--- config.mk ---
export PLATFORM = sky130hd
export DESIGN_NAME = json_string_unescape_decoder_flat
export DESIGN_NICKNAME = d
export VERILOG_FILES = /design/src/design/jsu_pkg.sv /design/src/design/jsu_if.sv /design/src/design/json_string_unescape_decoder.sv /design/src/design/jsu_front.sv /design/src/design/jsu_queue.sv /design/src/design/jsu_back.sv /design/src/flat_wrapper.sv
export SDC_FILE = /design/constraint.sdc
export NUM_CORES = 1
export LEC_CHECK = 0
export ABC_AREA = 1
export BUFFER_PORTS_ARGS = -buffer_cell sky130_fd_sc_hd__buf_2
export CAP_MARGIN = 15
export CORE_ASPECT_RATIO = 0.9
export CORE_UTILIZATION = 55
export DETAILED_ROUTE_END_ITERATION = 10
export PLACE_DENSITY = 0.73
export SLEW_MARGIN = 0
export SYNTH_ARGS = -nofsm -noshare
export SYNTH_HDL_FRONTEND = slang
export SYNTH_SLANG_ARGS = --single-unit
--- constraint.sdc ---
create_clock -name clk_i -period 9.65 [get_ports clk_i]
set_clock_uncertainty 0.15 [all_clocks]
set_input_delay 2.895 -clock clk_i [delete_from_list [all_inputs] [get_ports clk_i]]
set_output_delay 2.895 -clock clk_i [all_outputs]
set_load 0.03 [all_outputs]
--- src/design/jsu_pkg.sv ---
package jsu_pkg;

  // Result status codes
  localparam logic [2:0] ST_DATA   = 3'd0;
  localparam logic [2:0] ST_END    = 3'd1;
  localparam logic [2:0] ST_CUT    = 3'd2;
  localparam logic [2:0] ST_BADESC = 3'd3;
  localparam logic [2:0] ST_BADHEX = 3'd4;
  localparam logic [2:0] ST_UNTERM = 3'd5;

  // Groups held between the front and the back
  localparam int unsigned QDEPTH = 2;

  localparam int unsigned MAX_DATA = 3;

  // All results caused by one input byte: up to three data bytes, then an
  // optional closing status.
  typedef struct packed {
    logic [1:0]                ndata;
    logic [MAX_DATA-1:0][7:0]  data;
    logic                      tail;
    logic [2:0]                tail_status;
  } grp_t;

  // Queue head as seen by the back end
  typedef struct packed {
    logic valid;
    grp_t grp;
  } head_t;

endpackage

--- src/design/jsu_if.sv ---
interface jsu_in_if;
  logic       valid;
  logic       ready;
  logic [7:0] in_byte;
  logic       in_first;
  logic       in_last;

  modport source (output valid, output in_byte, output in_first, output in_last,
                  input ready);
  modport sink   (input valid, input in_byte, input in_first, input in_last,
                  output ready);
endinterface

interface jsu_out_if;
  logic       valid;
  logic       ready;
  logic [7:0] out_byte;
  logic [2:0] out_status;
  logic       out_last;

  modport source (output valid, output out_byte, output out_status, output out_last,
                  input ready);
  modport sink   (input valid, input out_byte, input out_status, input out_last,
                  output ready);
endinterface

--- src/design/json_string_unescape_decoder.sv ---
// JSON string body unescaper to UTF-8.
// in_i  : one byte of the string body per transfer, starting after the
//         opening quote; in_first restarts the escape state, in_last marks
//         the end of the available text.
// out_o : decoded results, one per transfer: a data byte (status 0) or a
//         closing status (string end, cut-off escape, bad escape, bad hex,
//         unterminated). out_last flags the final result of an input byte.
// Each result group is registered in the queue before its results are offered.
// Throughput: one input byte per cycle while each byte yields at most one
//   result and the receiver takes it; a completed \uXXXX yields up to
//   three data results (four when the text also ends on it), shown one
//   per cycle by the output serialiser, so the output port sets the rate.
//   Bytes that yield nothing (backslash, hex digits, text after the end)
//   push no group, but are still taken in only while the queue has room.
// The classifier sits in front of a small queue of result groups (QDEPTH
//   entries); input stays ready while the queue has room, even when the
//   receiver stalls, and drops ready only once the queue is full.
// Reset: escape state returns to normal text, the queue empties and no
//   result is offered.
module json_string_unescape_decoder #(
  parameter int unsigned QDEPTH = jsu_pkg::QDEPTH
) (
  input  logic       clk_i,
  input  logic       rst_ni,
  jsu_in_if.sink     in_i,
  jsu_out_if.source  out_o
);

  jsu_pkg::grp_t  grp;
  jsu_pkg::head_t head;
  logic           push, q_ready, pop;

  // Front: classify each byte and build its result group
  jsu_front u_front (
    .clk_i     (clk_i),
    .rst_ni    (rst_ni),
    .in_i      (in_i),
    .q_ready_i (q_ready),
    .push_o    (push),
    .grp_o     (grp)
  );

  // Queue: hold groups so that front and back stall independently
  jsu_queue #(
    .DEPTH (QDEPTH)
  ) u_queue (
    .clk_i   (clk_i),
    .rst_ni  (rst_ni),
    .push_i  (push),
    .grp_i   (grp),
    .ready_o (q_ready),
    .pop_i   (pop),
    .head_o  (head)
  );

  // Back: serialise each group into single result transfers
  jsu_back u_back (
    .clk_i  (clk_i),
    .rst_ni (rst_ni),
    .head_i (head),
    .pop_o  (pop),
    .out_o  (out_o)
  );

endmodule

--- src/design/jsu_front.sv ---
module jsu_front (
  input  logic          clk_i,
  input  logic          rst_ni,
  jsu_in_if.sink        in_i,
  input  logic          q_ready_i,
  output logic          push_o,
  output jsu_pkg::grp_t grp_o
);

  localparam logic [2:0] MODE_NORMAL = 3'd0;
  localparam logic [2:0] MODE_ESC    = 3'd1;
  localparam logic [2:0] MODE_HEX1   = 3'd2;
  localparam logic [2:0] MODE_HEX2   = 3'd3;
  localparam logic [2:0] MODE_HEX3   = 3'd4;
  localparam logic [2:0] MODE_HEX4   = 3'd5;
  localparam logic [2:0] MODE_DONE   = 3'd6;

  localparam logic [7:0] CH_QUOTE  = 8'h22;
  localparam logic [7:0] CH_BSLASH = 8'h5C;
  localparam logic [7:0] CH_SLASH  = 8'h2F;
  localparam logic [7:0] CH_B      = 8'h62;
  localparam logic [7:0] CH_F      = 8'h66;
  localparam logic [7:0] CH_N      = 8'h6E;
  localparam logic [7:0] CH_R      = 8'h72;
  localparam logic [7:0] CH_T      = 8'h74;
  localparam logic [7:0] CH_U      = 8'h75;

  logic [2:0]    mode_q, mode_d, mode_cur, mode_n;
  logic [15:0]   acc_q, acc_d, acc_cur, acc_n, acc_sh;
  logic          accept, skip_last, hex_ok;
  logic [3:0]    hex_val;
  logic [7:0]    c;
  jsu_pkg::grp_t grp;

  assign c         = in_i.in_byte;
  assign in_i.ready = q_ready_i;
  assign accept    = in_i.valid & q_ready_i;

  always_comb begin
    hex_ok  = 1'b1;
    hex_val = 4'd0;
    if (c inside {[8'h30:8'h39]}) begin
      hex_val = 4'(c - 8'h30);
    end else if (c inside {[8'h61:8'h66]}) begin
      hex_val = 4'(c - 8'h57);
    end else if (c inside {[8'h41:8'h46]}) begin
      hex_val = 4'(c - 8'h37);
    end else begin
      hex_ok = 1'b0;
    end
  end

  assign mode_cur = in_i.in_first ? MODE_NORMAL : mode_q;
  assign acc_cur  = in_i.in_first ? 16'd0 : acc_q;
  assign acc_sh   = {acc_cur[11:0], hex_val};

  always_comb begin
    mode_n    = mode_cur;
    acc_n     = acc_cur;
    skip_last = 1'b0;
    grp       = '0;
    case (mode_cur)
      MODE_NORMAL: begin
        if (c == CH_QUOTE) begin
          grp.tail        = 1'b1;
          grp.tail_status = jsu_pkg::ST_END;
          mode_n          = MODE_DONE;
        end else if (c == CH_BSLASH) begin
          mode_n = MODE_ESC;
        end else begin
          grp.ndata   = 2'd1;
          grp.data[0] = c;
        end
      end
      MODE_ESC: begin
        mode_n      = MODE_NORMAL;
        grp.ndata   = 2'd1;
        case (c)
          CH_QUOTE, CH_BSLASH, CH_SLASH: grp.data[0] = c;
          CH_B:    grp.data[0] = 8'h08;
          CH_F:    grp.data[0] = 8'h0C;
          CH_N:    grp.data[0] = 8'h0A;
          CH_R:    grp.data[0] = 8'h0D;
          CH_T:    grp.data[0] = 8'h09;
          CH_U: begin
            grp.ndata = 2'd0;
            mode_n    = MODE_HEX1;
            acc_n     = 16'd0;
          end
          default: begin
            grp.ndata       = 2'd0;
            grp.tail        = 1'b1;
            grp.tail_status = jsu_pkg::ST_BADESC;
            mode_n          = MODE_DONE;
          end
        endcase
      end
      MODE_HEX1, MODE_HEX2, MODE_HEX3: begin
        if (hex_ok) begin
          acc_n  = acc_sh;
          mode_n = mode_cur + 3'd1;
        end else begin
          grp.tail        = 1'b1;
          grp.tail_status = jsu_pkg::ST_BADHEX;
          mode_n          = MODE_DONE;
        end
      end
      MODE_HEX4: begin
        if (hex_ok) begin
          mode_n = MODE_NORMAL;
          acc_n  = 16'd0;
          if (acc_sh <= 16'h007F) begin
            grp.ndata   = 2'd1;
            grp.data[0] = acc_sh[7:0];
          end else if (acc_sh <= 16'h07FF) begin
            grp.ndata   = 2'd2;
            grp.data[0] = 8'hC0 | {3'b000, acc_sh[10:6]};
            grp.data[1] = 8'h80 | {2'b00, acc_sh[5:0]};
          end else begin
            grp.ndata   = 2'd3;
            grp.data[0] = 8'hE0 | {4'b0000, acc_sh[15:12]};
            grp.data[1] = 8'h80 | {2'b00, acc_sh[11:6]};
            grp.data[2] = 8'h80 | {2'b00, acc_sh[5:0]};
          end
        end else begin
          grp.tail        = 1'b1;
          grp.tail_status = jsu_pkg::ST_BADHEX;
          mode_n          = MODE_DONE;
        end
      end
      default: begin
        // finished: drop everything until the next first byte
        mode_n    = MODE_DONE;
        skip_last = 1'b1;
      end
    endcase

    if (in_i.in_last && !skip_last) begin
      if (mode_n == MODE_NORMAL) begin
        grp.tail        = 1'b1;
        grp.tail_status = jsu_pkg::ST_UNTERM;
        mode_n          = MODE_DONE;
      end else if (mode_n != MODE_DONE) begin
        grp.tail        = 1'b1;
        grp.tail_status = jsu_pkg::ST_CUT;
        mode_n          = MODE_DONE;
      end
    end
  end

  assign mode_d = accept ? mode_n : mode_q;
  assign acc_d  = accept ? acc_n : acc_q;
  assign push_o = accept & ((grp.ndata != 2'd0) | grp.tail);
  assign grp_o  = grp;

  always_ff @(posedge clk_i or negedge rst_ni) begin
    if (!rst_ni) begin
      mode_q <= MODE_NORMAL;
      acc_q  <= 16'd0;
    end else begin
      mode_q <= mode_d;
      acc_q  <= acc_d;
    end
  end

endmodule

--- src/design/jsu_queue.sv ---
module jsu_queue #(
  parameter int unsigned DEPTH = jsu_pkg::QDEPTH
) (
  input  logic           clk_i,
  input  logic           rst_ni,
  input  logic           push_i,
  input  jsu_pkg::grp_t  grp_i,
  output logic           ready_o,
  input  logic           pop_i,
  output jsu_pkg::head_t head_o
);

  localparam int unsigned PW = (DEPTH > 1) ? $clog2(DEPTH) : 1;
  localparam int unsigned CW = $clog2(DEPTH + 1);
  localparam logic [PW-1:0] LAST_PTR = PW'(DEPTH - 1);

  jsu_pkg::grp_t mem_q [DEPTH];
  logic [PW-1:0] wr_ptr_q, wr_ptr_d, rd_ptr_q, rd_ptr_d;
  logic [CW-1:0] count_q, count_d;
  logic          do_push, do_pop;

  assign ready_o = (count_q != CW'(DEPTH));
  assign do_push = push_i & ready_o;
  assign do_pop  = pop_i & (count_q != '0);

  assign head_o.valid = (count_q != '0);
  assign head_o.grp   = mem_q[rd_ptr_q];

  always_comb begin
    wr_ptr_d = wr_ptr_q;
    rd_ptr_d = rd_ptr_q;
    count_d  = count_q;
    if (do_push) begin
      wr_ptr_d = (wr_ptr_q == LAST_PTR) ? '0 : wr_ptr_q + PW'(1);
    end
    if (do_pop) begin
      rd_ptr_d = (rd_ptr_q == LAST_PTR) ? '0 : rd_ptr_q + PW'(1);
    end
    if (do_push && !do_pop) begin
      count_d = count_q + CW'(1);
    end else if (do_pop && !do_push) begin
      count_d = count_q - CW'(1);
    end
  end

  always_ff @(posedge clk_i or negedge rst_ni) begin
    if (!rst_ni) begin
      wr_ptr_q <= '0;
      rd_ptr_q <= '0;
      count_q  <= '0;
    end else begin
      wr_ptr_q <= wr_ptr_d;
      rd_ptr_q <= rd_ptr_d;
      count_q  <= count_d;
    end
  end

  always_ff @(posedge clk_i) begin
    if (do_push) begin
      mem_q[wr_ptr_q] <= grp_i;
    end
  end

`ifndef SYNTHESIS
  a_count_bound: assert property (@(posedge clk_i) disable iff (!rst_ni)
    count_q <= CW'(DEPTH))
    else $error("queue count beyond depth");

  a_pop_nonempty: assert property (@(posedge clk_i) disable iff (!rst_ni)
    pop_i |-> head_o.valid)
    else $error("pop from empty queue");

  a_push_grows: assert property (@(posedge clk_i) disable iff (!rst_ni)
    (do_push && !do_pop) |=> count_q == $past(count_q) + CW'(1))
    else $error("push without pop did not grow the queue");

  a_queued_nonempty: assert property (@(posedge clk_i) disable iff (!rst_ni)
    head_o.valid |-> (head_o.grp.ndata != 2'd0) || head_o.grp.tail)
    else $error("empty result group queued");
`endif

endmodule

--- src/design/jsu_back.sv ---
module jsu_back (
  input  logic           clk_i,
  input  logic           rst_ni,
  input  jsu_pkg::head_t head_i,
  output logic           pop_o,
  jsu_out_if.source      out_o
);

  logic [1:0] idx_q, idx_d;
  logic [2:0] total;
  logic       is_data, is_last, xfer;

  assign total   = {1'b0, head_i.grp.ndata} + {2'b00, head_i.grp.tail};
  assign is_data = ({1'b0, idx_q} < {1'b0, head_i.grp.ndata});
  assign is_last = ({1'b0, idx_q} == total - 3'd1);
  assign xfer    = head_i.valid & out_o.ready;

  assign out_o.valid      = head_i.valid;
  assign out_o.out_byte   = is_data ? head_i.grp.data[idx_q] : 8'h00;
  assign out_o.out_status = is_data ? jsu_pkg::ST_DATA : head_i.grp.tail_status;
  assign out_o.out_last   = is_last;

  // Retire the group once its last result has been transferred
  assign pop_o = xfer & is_last;

  always_comb begin
    idx_d = idx_q;
    if (xfer) begin
      idx_d = is_last ? 2'd0 : idx_q + 2'd1;
    end
  end

  always_ff @(posedge clk_i or negedge rst_ni) begin
    if (!rst_ni) begin
      idx_q <= 2'd0;
    end else begin
      idx_q <= idx_d;
    end
  end

`ifndef SYNTHESIS
  a_idx_in_group: assert property (@(posedge clk_i) disable iff (!rst_ni)
    head_i.valid |-> {1'b0, idx_q} < total)
    else $error("result index beyond group");

  a_idx_restart: assert property (@(posedge clk_i) disable iff (!rst_ni)
    pop_o |=> idx_q == 2'd0)
    else $error("result index not restarted after group");

  a_tail_is_last: assert property (@(posedge clk_i) disable iff (!rst_ni)
    (head_i.valid && !is_data) |-> is_last)
    else $error("status result not last of group");
`endif

endmodule
--- src/flat_wrapper.sv ---
// flat-port wrapper written by rule: the top's interface ports become plain ports
module json_string_unescape_decoder_flat 
#(
  parameter int unsigned QDEPTH = jsu_pkg::QDEPTH
)
  (clk_i, rst_ni, in_i_valid, in_i_in_byte, in_i_in_first, in_i_in_last, in_i_ready, out_o_valid, out_o_out_byte, out_o_out_status, out_o_out_last, out_o_ready);
  jsu_in_if in_i_i ();
  jsu_out_if out_o_i ();
  input  logic clk_i;
  input  logic rst_ni;
  input wire logic [$bits(in_i_i.valid)-1:0] in_i_valid;
  input wire logic [$bits(in_i_i.in_byte)-1:0] in_i_in_byte;
  input wire logic [$bits(in_i_i.in_first)-1:0] in_i_in_first;
  input wire logic [$bits(in_i_i.in_last)-1:0] in_i_in_last;
  output wire logic [$bits(in_i_i.ready)-1:0] in_i_ready;
  output wire logic [$bits(out_o_i.valid)-1:0] out_o_valid;
  output wire logic [$bits(out_o_i.out_byte)-1:0] out_o_out_byte;
  output wire logic [$bits(out_o_i.out_status)-1:0] out_o_out_status;
  output wire logic [$bits(out_o_i.out_last)-1:0] out_o_out_last;
  input wire logic [$bits(out_o_i.ready)-1:0] out_o_ready;
  assign in_i_i.valid = in_i_valid;
  assign in_i_i.in_byte = in_i_in_byte;
  assign in_i_i.in_first = in_i_in_first;
  assign in_i_i.in_last = in_i_in_last;
  assign in_i_ready = in_i_i.ready;
  assign out_o_valid = out_o_i.valid;
  assign out_o_out_byte = out_o_i.out_byte;
  assign out_o_out_status = out_o_i.out_status;
  assign out_o_out_last = out_o_i.out_last;
  assign out_o_i.ready = out_o_ready;
  json_string_unescape_decoder #(.QDEPTH(QDEPTH)) u_core (.clk_i(clk_i), .rst_ni(rst_ni), .in_i(in_i_i), .out_o(out_o_i));
endmodule
==> results.toml <==
[timing]
period_needed_ns = 5.84
hold_viol_final = 0
rsz0062_at_grt = "no"
max_freq_mhz = 171
min_period_over_period_pct = 60.5
tns_ns = 0
setup_viol = 0
worst_slack_ns = 3.81
worst_pin_slew_ns = 1.13
slew_headroom_pct = 24.6
drv_slew = 0

[synth]
synth_edf_count = 56
postSynthCellCount = 514
synth-main-ff-cell = "edfxtp_1"
ys_ff_latch = 77
syn_nets = 541
synthArstFlopShare_pct = 27.3
ys_seq_area_share_pct = 49.0
ys_warn_count = 0
synth.distinct_cells = 39
avgSynthCellArea_um2 = 8.77
netlist_area_um2 = 4510

[hold_path]
hold_start = "u_core.u_queue.count_q[0]"
hold_depth = 1
min_path_type = "reg2reg"

[worst_setup_path]
slowest_stage = "inv_1"
path_cells = "buf_2, inv_2, nand2_1, inv_1, ha_1, ha_1, inv_1, nand3_2, nand2_1, o21ai_1, inv_2, nand2_2, nand2_1, nand4_2, nand3_1, inv_1"
worstSetupPathType = "in2reg"
reg2reg_depth = 14
end_kind = "flop"
cp_data_arrival_time_ns = 5.65
crit_required_ns = 9.46
r2r_start = "u_core.u_front.mode_q[0]"
critPathLaunchType = "input port"
cp_max_fo = 28
critPathMaxStageDelay_ns = 0.84
worstSetupStartpoint = "in_i_in_first"

[power_and_ir_drop]
powerDensity_nw_per_um2 = 292
seq_power_share_pct = 36.1
clock_power_share_pct = 18.7
netSwitchingFraction_pct = 43.9
power.internal_uw = 809
p_leak_uw = 0.00217
ir_drop_uv = 119
combPwrFrac_pct = 45.2
p_sw_uw = 632

[floorplanning]
start_util_pct = 58.3
die_y_um = 87.9
fp-row-count = 30
die_x_um = 97.4
die-area_um2 = 8560
fp.coreArea_um2 = 7730
ios = 28

[flow_run]
drv_cap = 0

[clocking]
clkSinkCount = 77
clockBufferDepth = 2
cts_tree = "yes"
clock_latency_ns = 0.35
clkTransAtPathRegs_ns = 0.07
post_cts_buffers = 0
numCtsBuffers = 9
holdBufCountCts = 0
htree_levels = 3
post_cts_resized = 0
root_buffer = "clkbuf_8"

[global_routing]
grt_pass1_wl_mm = 17.5
grt_pass1_vias = 3486
antenna_found_initial = 0
grt_max_degree = 29
grt-ovfl-total = 0
grt.total_usage_pct = 26.6

[routing]
ant_nets = 0
route.detailed.drc = 0
dr.pass1.iters = 5
post_drt_wl_per_cell_um = 16.4
wl_mm = 10.5
via_per_inst = 5.60
drt_iter0_markers = 332
vias = 3598

[cells_and_area]
nNetsFinal = 569
fillCellCount = 646
area_delta_synth_final_pct = 9.55
drive_above_1_share_pct = 17.4
utilization_pct = 63.9
antenna_cells = 0

[outcome]
status = "finished clean"

[place]
place_congestion = 0.982
io_buffer_count = 27
pre_cts_slack_ns = 3.44
dp_hpwl_mm = 8.04
## Yosys cell counts, types with 2 or more instances
| cell type | number | area share (%) |
|---|---|---|
| edfxtp_1 | 56 | 37 |
| buf_2 | 2 | 0.22 |
| nor2_1 | 64 | 5.3 |
| nand2_1 | 96 | 8.0 |
| o211ai_1 | 2 | 0.33 |
| inv_1 | 56 | 4.7 |
| nand3_1 | 9 | 1.0 |
| inv_2 | 14 | 1.2 |
| nor2_2 | 6 | 0.83 |
| xnor2_1 | 3 | 0.58 |
| mux2i_1 | 3 | 0.67 |
| nand3_2 | 5 | 1.1 |
| a21oi_2 | 2 | 0.39 |
| o22ai_1 | 17 | 2.4 |
| o21a_1 | 8 | 1.3 |
| nor3_1 | 3 | 0.33 |
| clkbuf_1 | 7 | 0.58 |
| a21oi_1 | 29 | 3.2 |
| o21ai_0 | 43 | 4.8 |
| dfrtp_1 | 21 | 12 |
| xor2_1 | 6 | 1.2 |
| buf_6 | 2 | 0.50 |
| clkinv_1 | 2 | 0.17 |
| ha_1 | 13 | 3.6 |
| nand2_4 | 4 | 1.0 |
| nand3_4 | 2 | 0.78 |
| nand4_1 | 6 | 0.83 |
| a22oi_1 | 4 | 0.67 |
| nand2_2 | 10 | 1.4 |
| nor2_4 | 4 | 1.0 |
| o22a_1 | 2 | 0.39 |
| o21ai_1 | 3 | 0.33 |
| o221ai_1 | 4 | 0.78 |
## placed cells by master, fill, tap and decap left out, types with 10 or more instances in the layout
master    Yosys  final
nand2_2      10     10
a21oi_1      29     29
inv_2        14     14
nor2_1       64     63
edfxtp_1     56     56
ha_1         13     13
nand2_1      96     96
inv_1        56     56
o21ai_0      43     43
buf_2         2     27
dfrtp_1      21     21
o22ai_1      17     17
## cells by family after synthesis
| logic type | count (synthesis) | synth area share, % |
|---|---|---|
| muxes | 3 | 0.666 |
| and+or+nand+nor | 214 | 23.0 |
| adders and majority gates | 13 | 3.61 |
| buffers and inverters | 83 | 7.30 |
| xor gates and xnor gates | 9 | 1.75 |
| AOI/OAI and AO/OA | 115 | 14.8 |
| DFF | 77 | 49.0 |
## registers in the layout, indices dropped and copies added (netlist names)
register,cells
u_core.u_queue.mem_q,56
u_core.u_front.mode_q,3
u_core.u_queue.rd_ptr_q,1
u_core.u_queue.count_q,2
u_core.u_queue.wr_ptr_q,1
u_core.u_front.acc_q,12
u_core.u_back.idx_q,2
## final timing paths
kind | endpoint | slack [ns]
worst max-delay path | u_core.u_queue.mem_q[0][14] | 3.81
worst min-delay path | u_core.u_queue.count_q[0] | 0.33
worst max register to register | u_core.u_queue.mem_q[0][14] | 6.23
worst min register to register | u_core.u_queue.count_q[0] | 0.33
max in group asynchronous | u_core.u_front.acc_q[2] | 6.66
min in group asynchronous | u_core.u_back.idx_q[1] | 2.35
## final cells by class
| type | instances | area (um^2) | area share, % |
|---|---|---|---|
| Clock buffer | 10 | 128 | 2.58 |
| Inverter | 72 | 270 | 5.47 |
| Clock inverter | 6 | 96.3 | 1.95 |
| Tap cell | 96 | 120 | 2.43 |
| Sequential cell | 77 | 2210 | 44.7 |
| Timing Repair Buffer | 28 | 143 | 2.89 |
| Multi-Input combinational cell | 354 | 1970 | 40.0 |
## layer usage
layer / global-route usage, % / share of wire [%]
met5: 0 / 0
met1: 35.2 / 44
met2: 43.7 / 47
met4: 10.4 / 2.9
met3: 5.51 / 5.9
## critical path, delay by kind of cell
family          cells  cell delay, ns
compound gates      1            0.23
fa+ha+maj           2            0.30
buf+inv             6            1.43
simple gates        7            0.79
## power by group through the flow
stage               Combinational, uW  Sequential, uW  Clock (uW)
floorplan                         509             495           0
global placement                  639             523           0
detailed placement                652             527           0
CTS                               655             520         274
global route                      731             533         287
finish                            652             520         269
## stage by stage
stage / power, uW / cells / hold slack (ns) / area [um^2]
final: 1440 / 643 / 0.329 / 4940
after global routing: 1550 / 643 / 0.364 / 4940
after CTS: 1450 / 643 / 0.328 / 4940
after detailed placement: 1180 / 627 / 0.308 / 4710
after global placement: 1160 / 627 / 0.312 / 4710
after floorplan: 1000 / 514 / 0.292 / 4510
(Power assumes the default switching activity.)
